<file path="src/sv/cmc_pkg.sv">
// ----------------------------------------------------------------------------
// cmc_pkg: shared types and date arithmetic for the calendar minute counter
// Field widths, command and error codes, and the calendar helper functions
// (leap year, month length, Julian day number, weekday).
// ----------------------------------------------------------------------------
package cmc_pkg;

  localparam int YEAR_W      = 12;
  localparam int MONTH_W     = 4;
  localparam int DAY_W       = 5;
  localparam int HOUR_W      = 5;
  localparam int MIN_W       = 6;
  localparam int JDN_W       = 22;
  localparam int WDAY_W      = 3;
  localparam int IN_TDATA_W  = 32;
  localparam int IN_TUSER_W  = 2;
  localparam int OUT_TDATA_W = 88;

  localparam logic [YEAR_W-1:0] YEAR_RESET = 12'd2024;
  localparam logic [YEAR_W-1:0] YEAR_MAX   = 12'd4095;

  typedef enum logic [1:0] {
    CMD_TICK = 2'd0,
    CMD_SET  = 2'd1,
    CMD_CMP  = 2'd2,
    CMD_DAY  = 2'd3
  } cmd_t;

  typedef enum logic [2:0] {
    ERR_OK     = 3'd0,
    ERR_YEAR   = 3'd1,
    ERR_MONTH  = 3'd2,
    ERR_DAY    = 3'd3,
    ERR_HOUR   = 3'd4,
    ERR_MINUTE = 3'd5
  } err_t;

  typedef struct packed {
    logic [YEAR_W-1:0]  year;
    logic [MONTH_W-1:0] month;
    logic [DAY_W-1:0]   day;
  } date_t;

  // Incoming transaction after the input register
  typedef struct packed {
    cmd_t              cmd;
    date_t             date;
    logic [HOUR_W-1:0] hour;
    logic [MIN_W-1:0]  minute;
  } in_item_t;

  // Result of the state update stage
  typedef struct packed {
    date_t             cur_date;
    logic [HOUR_W-1:0] hour;
    logic [MIN_W-1:0]  minute;
    err_t              err;
    logic              cmp;
    date_t             in_date;
  } step_item_t;

  // Result of the day number stage
  typedef struct packed {
    date_t             cur_date;
    logic [HOUR_W-1:0] hour;
    logic [MIN_W-1:0]  minute;
    err_t              err;
    logic              cmp;
    logic [JDN_W-1:0]  jdn_cur;
    logic [JDN_W-1:0]  jdn_in;
  } jdn_item_t;

  // floor(x / 100) for x up to 8895, by reciprocal multiply (5243 / 2^19)
  function automatic logic [6:0] div100(input logic [13:0] x);
    logic [26:0] p;
    p = {13'd0, x} * 27'd5243;
    return p[25:19];
  endfunction

  // Gregorian leap year; year zero counts as leap
  function automatic logic is_leap(input logic [YEAR_W-1:0] y);
    logic [6:0]  q;
    logic [13:0] back;
    logic        cent;
    q    = div100({2'b00, y});
    back = 14'({7'd0, q} * 14'd100);
    cent = (back == {2'b00, y});
    return ((y[1:0] == 2'b00) && !cent) || (cent && (q[1:0] == 2'b00));
  endfunction

  // Days in a month; zero for a month outside 1..12
  function automatic logic [DAY_W-1:0] month_len(input logic [MONTH_W-1:0] m,
                                                 input logic leap);
    logic [DAY_W-1:0] len;
    case (m) inside
      4'd1, 4'd3, 4'd5, 4'd7, 4'd8, 4'd10, 4'd12: len = 5'd31;
      4'd4, 4'd6, 4'd9, 4'd11:                    len = 5'd30;
      4'd2:                                       len = leap ? 5'd29 : 5'd28;
      default:                                    len = 5'd0;
    endcase
    return len;
  endfunction

  // (153 * mm + 2) / 5 with the March-based month index mm
  function automatic logic [8:0] month_offset(input logic [MONTH_W-1:0] m);
    logic [8:0] ofs;
    case (m)
      4'd0:    ofs = 9'd275;
      4'd1:    ofs = 9'd306;
      4'd2:    ofs = 9'd337;
      4'd3:    ofs = 9'd0;
      4'd4:    ofs = 9'd31;
      4'd5:    ofs = 9'd61;
      4'd6:    ofs = 9'd92;
      4'd7:    ofs = 9'd122;
      4'd8:    ofs = 9'd153;
      4'd9:    ofs = 9'd184;
      4'd10:   ofs = 9'd214;
      4'd11:   ofs = 9'd245;
      4'd12:   ofs = 9'd275;
      4'd13:   ofs = 9'd306;
      4'd14:   ofs = 9'd337;
      default: ofs = 9'd367;
    endcase
    return ofs;
  endfunction

  // Julian day number; the true value is positive and below 2^22
  function automatic logic [JDN_W-1:0] julian_day(input date_t dt);
    logic        early;
    logic [13:0] yy;
    logic [6:0]  q;
    early = (dt.month <= 4'd2);
    yy    = {2'b00, dt.year} + 14'd4800 - {13'd0, early};
    q     = div100(yy);
    return {17'd0, dt.day} + {13'd0, month_offset(dt.month)}
         + ({8'd0, yy} * 22'd365) + {10'd0, yy[13:2]}
         - {15'd0, q} + {17'd0, q[6:2]} - 22'd32045;
  endfunction

  // x mod 7 by folding octal digits (8 is 1 mod 7)
  function automatic logic [WDAY_W-1:0] mod7(input logic [22:0] x);
    logic [23:0] xe;
    logic [5:0]  s;
    logic [3:0]  t;
    logic [2:0]  u;
    xe = {1'b0, x};
    s  = '0;
    for (int i = 0; i < 8; i++) s = s + {3'd0, xe[3*i +: 3]};
    t = {1'b0, s[5:3]} + {1'b0, s[2:0]};
    u = t[2:0] + {2'd0, t[3]};
    return (u == 3'd7) ? 3'd0 : u;
  endfunction

endpackage

</file>
<file path="src/sv/cmc_step.sv">
// ----------------------------------------------------------------------------
// cmc_step: date/time state and update stage
// Holds the stored date and time and the reference year, applies tick,
// advance, set (with validation) and compare, and registers the outcome.
// ----------------------------------------------------------------------------
module cmc_step (
  input  logic                         clk,
  input  logic                         rst_n,
  input  logic                         cfg_wr_en,
  input  logic [cmc_pkg::YEAR_W-1:0]   cfg_wr_data,
  input  logic                         in_valid,
  input  cmc_pkg::in_item_t            in_item,
  output logic                         in_ready,
  output logic                         out_valid,
  output cmc_pkg::step_item_t          out_item,
  input  logic                         out_ready
);
  import cmc_pkg::*;

  logic [YEAR_W-1:0]  ref_year_r;
  logic [YEAR_W-1:0]  year_r,   year_nxt;
  logic [MONTH_W-1:0] month_r,  month_nxt;
  logic [DAY_W-1:0]   day_r,    day_nxt;
  logic [HOUR_W-1:0]  hour_r,   hour_nxt;
  logic [MIN_W-1:0]   minute_r, minute_nxt;
  logic               valid_r;
  step_item_t         item_r,   item_nxt;

  logic               take;
  logic [DAY_W-1:0]   cur_mlen;
  logic [MIN_W:0]     min_inc;
  logic               min_wrap;
  logic [HOUR_W:0]    hour_inc;
  logic               hour_wrap;
  logic [DAY_W:0]     day_inc;
  logic               day_wrap;
  logic [MONTH_W:0]   month_inc;
  logic               month_wrap;
  logic [YEAR_W-1:0]  year_roll;
  logic               day_step;
  logic [YEAR_W:0]    ry_ext, iy_ext;
  logic [DAY_W-1:0]   in_mlen;
  err_t               chk;

  assign in_ready  = !valid_r || out_ready;
  assign take      = in_valid && in_ready;
  assign out_valid = valid_r;
  assign out_item  = item_r;

  // Minute / hour / day carry chain from the stored values
  assign cur_mlen   = month_len(month_r, is_leap(year_r));
  assign min_inc    = {1'b0, minute_r} + 7'd1;
  assign min_wrap   = (min_inc > 7'd59);
  assign hour_inc   = {1'b0, hour_r} + {5'd0, min_wrap};
  assign hour_wrap  = (hour_inc > 6'd23);
  assign day_inc    = {1'b0, day_r} + 6'd1;
  assign day_wrap   = (day_inc > {1'b0, cur_mlen});
  assign month_inc  = {1'b0, month_r} + {4'd0, day_wrap};
  assign month_wrap = (month_inc > 5'd12);
  assign year_roll  = (year_r == YEAR_MAX) ? 12'd1 : year_r + 12'd1;

  // Set validation, first failing check wins
  assign ry_ext  = {1'b0, ref_year_r};
  assign iy_ext  = {1'b0, in_item.date.year};
  assign in_mlen = month_len(in_item.date.month, is_leap(in_item.date.year));

  always_comb begin
    if ((iy_ext + 13'd1 < ry_ext) || (iy_ext > ry_ext + 13'd1)) begin
      chk = ERR_YEAR;
    end else if ((in_item.date.month == 4'd0) || (in_item.date.month > 4'd12)) begin
      chk = ERR_MONTH;
    end else if ((in_item.date.day == 5'd0) || (in_item.date.day > in_mlen)) begin
      chk = ERR_DAY;
    end else if (in_item.hour > 5'd23) begin
      chk = ERR_HOUR;
    end else if (in_item.minute > 6'd59) begin
      chk = ERR_MINUTE;
    end else begin
      chk = ERR_OK;
    end
  end

  // Next state per command
  always_comb begin
    year_nxt   = year_r;
    month_nxt  = month_r;
    day_nxt    = day_r;
    hour_nxt   = hour_r;
    minute_nxt = minute_r;
    day_step   = 1'b0;
    unique case (in_item.cmd)
      CMD_TICK: begin
        minute_nxt = min_wrap ? '0 : min_inc[MIN_W-1:0];
        hour_nxt   = hour_wrap ? '0 : hour_inc[HOUR_W-1:0];
        day_step   = hour_wrap;
      end
      CMD_SET: begin
        if (chk == ERR_OK) begin
          year_nxt   = in_item.date.year;
          month_nxt  = in_item.date.month;
          day_nxt    = in_item.date.day;
          hour_nxt   = in_item.hour;
          minute_nxt = in_item.minute;
        end
      end
      CMD_CMP: begin
      end
      CMD_DAY: begin
        day_step = 1'b1;
      end
    endcase
    if (day_step) begin
      day_nxt   = day_wrap ? 5'd1 : day_inc[DAY_W-1:0];
      month_nxt = month_wrap ? 4'd1 : month_inc[MONTH_W-1:0];
      if (month_wrap) year_nxt = year_roll;
    end
  end

  // Stage payload
  always_comb begin
    item_nxt.cur_date.year  = year_nxt;
    item_nxt.cur_date.month = month_nxt;
    item_nxt.cur_date.day   = day_nxt;
    item_nxt.hour           = hour_nxt;
    item_nxt.minute         = minute_nxt;
    item_nxt.err            = (in_item.cmd == CMD_SET) ? chk : ERR_OK;
    item_nxt.cmp            = (in_item.cmd == CMD_CMP);
    item_nxt.in_date        = in_item.date;
  end

  // Control and stored state
  always_ff @(posedge clk) begin
    if (!rst_n) begin
      ref_year_r <= YEAR_RESET;
      year_r     <= YEAR_RESET;
      month_r    <= 4'd1;
      day_r      <= 5'd1;
      hour_r     <= '0;
      minute_r   <= '0;
      valid_r    <= 1'b0;
    end else begin
      if (cfg_wr_en) ref_year_r <= cfg_wr_data;
      if (take) begin
        year_r   <= year_nxt;
        month_r  <= month_nxt;
        day_r    <= day_nxt;
        hour_r   <= hour_nxt;
        minute_r <= minute_nxt;
      end
      if (in_ready) valid_r <= in_valid;
    end
  end

  always_ff @(posedge clk) begin
    if (take) item_r <= item_nxt;
  end

endmodule

</file>
<file path="src/sv/cmc_jdn.sv">
// ----------------------------------------------------------------------------
// cmc_jdn: day number stage
// Computes the Julian day numbers of the stored date and of the given date.
// ----------------------------------------------------------------------------
module cmc_jdn (
  input  logic                 clk,
  input  logic                 rst_n,
  input  logic                 in_valid,
  input  cmc_pkg::step_item_t  in_item,
  output logic                 in_ready,
  output logic                 out_valid,
  output cmc_pkg::jdn_item_t   out_item,
  input  logic                 out_ready
);
  import cmc_pkg::*;

  logic      valid_r;
  jdn_item_t item_r, item_nxt;
  logic      take;

  assign in_ready  = !valid_r || out_ready;
  assign take      = in_valid && in_ready;
  assign out_valid = valid_r;
  assign out_item  = item_r;

  // Both day numbers in parallel
  always_comb begin
    item_nxt.cur_date = in_item.cur_date;
    item_nxt.hour     = in_item.hour;
    item_nxt.minute   = in_item.minute;
    item_nxt.err      = in_item.err;
    item_nxt.cmp      = in_item.cmp;
    item_nxt.jdn_cur  = julian_day(in_item.cur_date);
    item_nxt.jdn_in   = julian_day(in_item.in_date);
  end

  always_ff @(posedge clk) begin
    if (!rst_n) begin
      valid_r <= 1'b0;
    end else if (in_ready) begin
      valid_r <= in_valid;
    end
  end

  always_ff @(posedge clk) begin
    if (take) item_r <= item_nxt;
  end

endmodule

</file>
<file path="src/sv/calendar_minute_counter.sv">
// ----------------------------------------------------------------------------
// calendar_minute_counter: Gregorian date/time counter with day numbers
// Input register, state update stage, day number stage and result register.
//
//   channel | dir | handshake            | payload
//   --------+-----+----------------------+---------------------------------
//   cfg_    | in  | cfg_wr_en            | cfg_wr_data: reference year
//   in_     | in  | in_tvalid/in_tready  | in_tuser: command; in_tdata: date
//   out_    | out | out_tvalid/out_tready| out_tdata: date, day no., flags
//
// A transaction passes the input, update, day number and result registers in
// order; one transaction per cycle is sustained while out_tready stays high.
// Every stage has its own valid bit and takes new data while the next stage
// drains, so in_tready falls only when all four stages are full and stalled.
// Reset loads 2024-01-01 00:00 and reference year 2024 and empties stages.
// A reference year write applies to sets taken by the update stage after it.
// ----------------------------------------------------------------------------
module calendar_minute_counter (
  input  logic                              clk,
  input  logic                              rst_n,
  input  logic                              cfg_wr_en,
  input  logic [cmc_pkg::YEAR_W-1:0]        cfg_wr_data,
  input  logic                              in_tvalid,
  output logic                              in_tready,
  // in_tdata: in_year[11:0], in_month[15:12], in_day[20:16], in_hour[25:21],
  //           in_minute[31:26]
  input  logic [cmc_pkg::IN_TDATA_W-1:0]    in_tdata,
  // in_tuser: command[1:0]
  input  logic [cmc_pkg::IN_TUSER_W-1:0]    in_tuser,
  output logic                              out_tvalid,
  input  logic                              out_tready,
  // out_tdata: cur_year[11:0], cur_month[15:12], cur_day[20:16],
  //            cur_hour[25:21], cur_minute[31:26], day_number[53:32],
  //            weekday[56:54], error_code[59:57], day_difference[81:60],
  //            zero fill[87:82]
  output logic [cmc_pkg::OUT_TDATA_W-1:0]   out_tdata
);
  import cmc_pkg::*;

  logic       in_valid_r;
  in_item_t   in_item_r, in_item_nxt;
  logic       step_ready, step_valid;
  step_item_t step_item;
  logic       jdn_ready, jdn_valid;
  jdn_item_t  jdn_item;
  logic       out_valid_r;
  logic [OUT_TDATA_W-1:0] out_tdata_r, out_tdata_nxt;
  logic       out_stage_ready;
  logic [WDAY_W-1:0] weekday;
  logic [JDN_W-1:0]  diff;

  // Input register
  assign in_tready = !in_valid_r || step_ready;

  always_comb begin
    in_item_nxt.cmd        = cmd_t'(in_tuser);
    in_item_nxt.date.year  = in_tdata[11:0];
    in_item_nxt.date.month = in_tdata[15:12];
    in_item_nxt.date.day   = in_tdata[20:16];
    in_item_nxt.hour       = in_tdata[25:21];
    in_item_nxt.minute     = in_tdata[31:26];
  end

  always_ff @(posedge clk) begin
    if (!rst_n) begin
      in_valid_r <= 1'b0;
    end else if (in_tready) begin
      in_valid_r <= in_tvalid;
    end
  end

  always_ff @(posedge clk) begin
    if (in_tvalid && in_tready) in_item_r <= in_item_nxt;
  end

  // State update stage
  cmc_step u_step (
    .clk         (clk),
    .rst_n       (rst_n),
    .cfg_wr_en   (cfg_wr_en),
    .cfg_wr_data (cfg_wr_data),
    .in_valid    (in_valid_r),
    .in_item     (in_item_r),
    .in_ready    (step_ready),
    .out_valid   (step_valid),
    .out_item    (step_item),
    .out_ready   (jdn_ready)
  );

  // Day number stage
  cmc_jdn u_jdn (
    .clk       (clk),
    .rst_n     (rst_n),
    .in_valid  (step_valid),
    .in_item   (step_item),
    .in_ready  (jdn_ready),
    .out_valid (jdn_valid),
    .out_item  (jdn_item),
    .out_ready (out_stage_ready)
  );

  // Result register: weekday, difference, packing
  assign out_stage_ready = !out_valid_r || out_tready;
  assign weekday = mod7({1'b0, jdn_item.jdn_cur} + 23'd1);
  assign diff    = jdn_item.cmp ? (jdn_item.jdn_cur - jdn_item.jdn_in) : '0;

  assign out_tdata_nxt = {6'd0, diff, jdn_item.err, weekday, jdn_item.jdn_cur,
                          jdn_item.minute, jdn_item.hour, jdn_item.cur_date.day,
                          jdn_item.cur_date.month, jdn_item.cur_date.year};

  always_ff @(posedge clk) begin
    if (!rst_n) begin
      out_valid_r <= 1'b0;
    end else if (out_stage_ready) begin
      out_valid_r <= jdn_valid;
    end
  end

  always_ff @(posedge clk) begin
    if (jdn_valid && out_stage_ready) out_tdata_r <= out_tdata_nxt;
  end

  assign out_tvalid = out_valid_r;
  assign out_tdata  = out_tdata_r;

endmodule

</file>
<file path="config.mk">
export PLATFORM = sky130hd
export DESIGN_NAME = calendar_minute_counter
export DESIGN_NICKNAME = d
export VERILOG_FILES = /design/src/sv/cmc_pkg.sv /design/src/sv/cmc_step.sv /design/src/sv/cmc_jdn.sv /design/src/sv/calendar_minute_counter.sv
export SDC_FILE = /design/constraint.sdc
export NUM_CORES = 2
export LEC_CHECK = 0
export ABC_AREA = 1
export BUFFER_PORTS_ARGS = -buffer_cell sky130_fd_sc_hd__clkbuf_2
export CORE_MARGIN = 2
export CORE_UTILIZATION = 52
export DETAILED_ROUTE_END_ITERATION = 8
export PLACE_DENSITY = 0.8
export RECOVER_POWER = 100
export SYNTH_ARGS = -nofsm -noshare
export SYNTH_HDL_FRONTEND = slang
export SYNTH_SLANG_ARGS = --single-unit
export TNS_END_PERCENT = 10
</file>
<file path="constraint.sdc">
create_clock -name clk -period 12.7 [get_ports clk]
set_clock_uncertainty 0.15 [all_clocks]
set_input_delay 1.27 -clock clk [delete_from_list [all_inputs] [get_ports clk]]
set_output_delay 1.27 -clock clk [all_outputs]
set_load 0.03 [all_outputs]
</file>
After elaboration in Yosys (flattened, before gate mapping)
Memory sizes are Yosys's and may differ from the RTL's. A register that Yosys moved wholly into a read port is not among the register bits.
Cells that the tools add are included.
{"block": "totals", "regBits": 301, "romBits": 288, "inputBits": 51, "mem_count": 2}
{"block": "classes", "add_sub_neg": 34, "mul": 8, "order_cmp": 12, "n_eq_ne": 31, "mux": 35, "reduce_logical": 35}
{"memory": "(no name shown)", "words": 16, "width": 9, "rd": 1, "rd_ports_with_merged_regs": 1, "write_ports": 0, "line": "cmc_pkg.sv:107", "text": "case (m)"}
{"memory": "(no name shown)", "words": 16, "width": 9, "rd": 1, "rd_ports_with_merged_regs": 1, "write_ports": 0, "line": "cmc_pkg.sv:107"}
{"op": "$mux 12", "count": 5}
{"op": "$mux 5", "count": 12}
{"op": "$mul 14x13->26 const B", "count": 2}
{"op": "$mul 12x13->25 const B", "count": 2}
{"op": "$add 22x12->22", "count": 2}
{"op": "$add 22x22->22", "count": 2}
{"op": "$add 22x5->22", "count": 2}
{"op": "$mul 14x9->22 const B", "count": 2}
{"op": "$sub 22x15->22 const B", "count": 2}
{"op": "$sub 22x7->22", "count": 2}
{"op": "$eq 4x4->1 const B", "count": 10}
{"op": "$eq 4x3->1 const B", "count": 8}
{"op": "$add 12x13->14 const B", "count": 2}
{"op": "$sub 14x1->14", "count": 2}
{"op": "$add 12x1->13 const B", "count": 2}
{"op": "$eq 13x12->1", "count": 2}
{"op": "$mux 4", "count": 6}
{"op": "$add 22x1->23 const B", "count": 1}
{"op": "$mul 6x5->11 const B", "count": 2}
{"op": "$sub 22x22->22", "count": 1}
{"op": "$add 5x9->10", "count": 2}
{"op": "$add 6x3->6", "count": 3}
{"op": "$eq 4x2->1 const B", "count": 4}
{"op": "$mux 3", "count": 5}
{"op": "40 further kinds", "count": 72}

Longest topological paths before layout
{"block": "logic_depth", "depth_word": 20, "ltp_mapped": 63, "ltp_nobuf": 63}

Modules after synthesis
Synthesis repeated with hierarchy kept, for this count alone.
{"block": "unflattened", "cells_unflattened": 4651, "hier_area_um2": 39990.9}
{"module": "cmc_jdn", "n_inst": 1, "cells_each": 2375, "area_each_um2": 20349.5, "seq_area_each_um2": 2422.3}
{"module": "cmc_step", "n_inst": 1, "cells_each": 1652, "area_each_um2": 13236.4, "seq_area_each_um2": 2612.5}
{"module": "calendar_minute_counter", "n_inst": 1, "cells_each": 624, "area_each_um2": 6404.9, "seq_area_each_um2": 3523.4}

Worst setup path after synthesis
Ideal clock, no wire load.
{"block": "synth_timing", "kind": "reg-to-reg", "start": "register u_step.item_r (netlist bit u_step.out_item[5])", "end": "register u_jdn.item_r (netlist bit u_jdn.out_item[18]), data pin", "t_arrival_ns": 10.904, "required_time_ns": 12.298, "setup_slack_ns": 1.394, "stages_incl_launch_ff": 57, "path_buffers": 0, "cell_sequence": "edfxtp_1 > inv_1 > o211ai_1 > inv_1 > ha_1 > inv_1 > ha_1 > fa_1 > nand3_1 > nand2_1 > nand2_1 > nand2_1 > a21oi_1 > nand3_1 > xor2_1 > inv_1 > fa_1 > inv_1 > [... 21 more ...] > fa_1 > inv_1 > fa_1 > fa_1 > inv_1 > ha_1 > nand3_1 > nand2_1 > a21oi_1 > o21ai_1 > a21boi_0 > o21bai_1 > a21oi_1 > o21ai_1 > nand3_1 > nand2_1 > nand2_1 > nand2_1"}
{"item": "from (decl)", "line": "cmc_step.sv:27", "text": "step_item_t item_r, item_nxt;"}
{"item": "from (signal assigned)", "line": "cmc_step.sv:155", "text": "if (take) item_r <= item_nxt;"}
{"item": "to (signal assigned)", "line": "cmc_jdn.sv:46", "text": "if (take) item_r <= item_nxt;"}
{"item": "to (decl)", "line": "cmc_jdn.sv:18", "text": "jdn_item_t item_r, item_nxt;"}

==> metrics <==
outcome=finished with violations; failing checks=capacitance limit, slew limit; crit path kind=reg -> reg; Max Freq=0.0834 GHz; Final Hold Violating Endpoints=0; CP max FO=7; total of max-cap violations=5; Critical Path AT=12.17 ns; vias=27.3k; fill count=approximately 6k; Starting Density=52.3%; Max stage delay on crit path=0.56 ns; unrepaired setup endpoints after global routing=no; CP required=12.87 ns; Die Span X=275 um; crit start category=flop; Multi-input gate area=about 25000 sq um; largest net degree at the start of global routing=76; final setup vio count=0; Most used DFF post-synth=edfxtp_1; Root Driver=clkbuf_16; die height=275 um; Core ar.=between 70000 and 80000 sq um; Final Slew Violations=305; Tmin final=12.00 ns; Mapped Cells=4010; Setup Total Neg Slack=0 ns; Slew @ Worst Pin=4.12 ns; DRC=0; HPWL after DPL=~72 mm; DR iter-0 viols=2167; synthesized area=38100 sq um; number of synthesized flops with an enable pin=253; Routed Antenna Nets=0; clk slew on worst S/H paths=roughly 0.07 ns; # clock sinks=319; Vias per Instance=5.28; Placer Congestion=0.953; Unique masters post-synth=66; Final nets=roughly 5.3k; DRT Wirelength=87.0 mm; Clock Tree Buf Depth=3; GRT Resource Usage Total=23.9%; # rows=99; initial antenna violation count=0; grt total ovfl=0; vias in the first global route=approximately 28k; Worst path slowest cell=fa_1; Ant. Diodes=0; first-pass GRT wire length=142 mm; full die area=75400 sq um; Syn Area/Cell=9.49 sq um; asr flop ratio synth=0%; area delta synth->final=7.93%; #FFs+latches synth=319; CTS tree=built; # IOs=141; Hold Crit Class=reg -> reg; Hold Crit Start=u_jdn.out_item[57]; Post-CTS Hold Buffers=0; Wirelength per Cell=roughly 17 um; Clock H-tree levels=2; total CTS buffers=37; PortBufs=134; Tcrit/Tclk final=a little over nine tenths; Worst setup EP type=flop; reg2reg start=u_step.out_item[41]; Sequential cell area=8920 sq um; drt pass-1 iters=6; later-pin clock latency in the skew report=0.58 ns; Critical Path Start=u_step.out_item[41]; sequential area share after synthesis=a little under a quarter; Synth warnings=0; share of cells above drive strength 1=roughly 4.3%; Rel. slew slack=-175%
state kept, by name, indices dropped and copies added (netlist names), 6 cells and up, named ones only:
register           count
u_step.ref_year_r     12
out_tdata             82
u_step.minute_r        6
u_jdn.out_item        80
u_step.out_item       57
in_item_r             34
u_step.year_r         12
worst paths after layout:
kind	end	slack [ns]	cells after the start
worst max-delay path	u_jdn.out_item[40]	0.70	58
worst min register to register	out_tdata[24]	0.26	0
worst max register to register	u_jdn.out_item[40]	0.70	58
worst min-delay path	out_tdata[24]	0.26	0
cells in the mapped netlist (9+ instances only):
| cell | n | area (sq um) |
|---|---|---|
| inv_2 | 11 | 41.3 |
| dfxtp_1 | 66 | 1320 |
| nor2_1 | 130 | 488 |
| fa_1 | 405 | 8110 |
| o211ai_1 | 15 | 113 |
| a21oi_1 | 248 | 1240 |
| o21a_1 | 12 | 90.1 |
| inv_1 | 1040 | 3900 |
| xor2_1 | 129 | 1130 |
| nor4_1 | 12 | 75.1 |
| nand2_1 | 423 | 1590 |
| nand3_2 | 12 | 120 |
| a21o_1 | 16 | 120 |
| nand3_1 | 108 | 541 |
| o21bai_1 | 15 | 113 |
| o21ai_1 | 48 | 240 |
| edfxtp_1 | 253 | 7600 |
| nor3_1 | 27 | 135 |
| xnor2_1 | 49 | 429 |
| o31ai_1 | 11 | 82.6 |
| nand4_1 | 28 | 175 |
| a211oi_1 | 9 | 67.6 |
| o21ai_0 | 112 | 561 |
| buf_2 | 9 | 45.0 |
| ha_1 | 703 | 8800 |
layout by cell type (no fill, tap or decap), types with 16 or more instances in the layout:
master     count
a21o_1        16
ha_1         703
clkbuf_2      30
dfxtp_1       66
nand4_1       29
inv_1       1037
a21oi_1      248
fa_1         405
nand3_1      112
xnor2_1       47
nor2_1       130
buf_4         22
nand2_1      422
edfxtp_1     253
o21ai_0      148
clkbuf_1     109
nor3_1        27
clkbuf_16     39
xor2_1       128
logic make-up after synthesis:
kind of cell | synth area share [%]
other | 0.00985
AOI/OAI and AO/OA | 8.04
buffers and inverters | 10.9
and+or+nand+nor | 9.14
xor gates and xnor gates | 4.10
DFF | 23.4
adders and majority gates | 44.4
routing by layer:
metal | vias up | track usage [%] | wire length (um)
li1 | 13200 | - | -
met1 | 13000 | 31.6 | 37000
met2 | 934 | 40.2 | 40900
met3 | 176 | 2.85 | 5980
met4 | 0 | 8.95 | 3180
met5 | - | 0 | 0
worst max-delay path: cells and delay by family (launching register included):
family / cells / cell delay (ns)
adders and majority gates: 16 / 6.56
and+or+nand+nor: 20 / 2.07
AOI/OAI and AO/OA: 8 / 1.33
buffers and inverters: 11 / 0.88
DFF: 1 / 0.38
xor gates and xnor gates: 3 / 0.36
stage by stage:
| stage | hold slack, ns | utilization [%] | instances | setup slack, ns | instance area (sq um) |
|---|---|---|---|---|---|
| 4_1_cts | 0.261 | 56.7 | 5168 | 0.457 | 41200 |
| 3_5_place_dp | 0.255 | 55.0 | 5103 | 0.500 | 40000 |
| 6_report | 0.259 | 56.5 | 5170 | 0.703 | 41100 |
| 5_1_grt | 0.270 | 56.5 | 5170 | 0.0291 | 41100 |
| 2_1_floorplan | 0.250 | - | 4015 | 1.39 | 38100 |
| 3_3_place_gp | 0.251 | 55.0 | 5103 | 0.774 | 40000 |
area by class of cell:
class,instances,share of cell area (%)
multi-input cells,2609,60.9
flip-flops and latches,319,21.7
inverters,1058,9.69
well taps,959,2.92
clock buffers,41,2.42
repair buffers,160,1.75
clock inverters,24,0.646
timing repair:
item / in CTS / in global routing
buffers inserted: 0 / 2
endpoints found under the setup margin: 0 / 10
gates resized for setup: 0 / 12
Power is not shown: default switching activity piles up to over one toggle a cycle in this logic, so the estimate is an artifact.
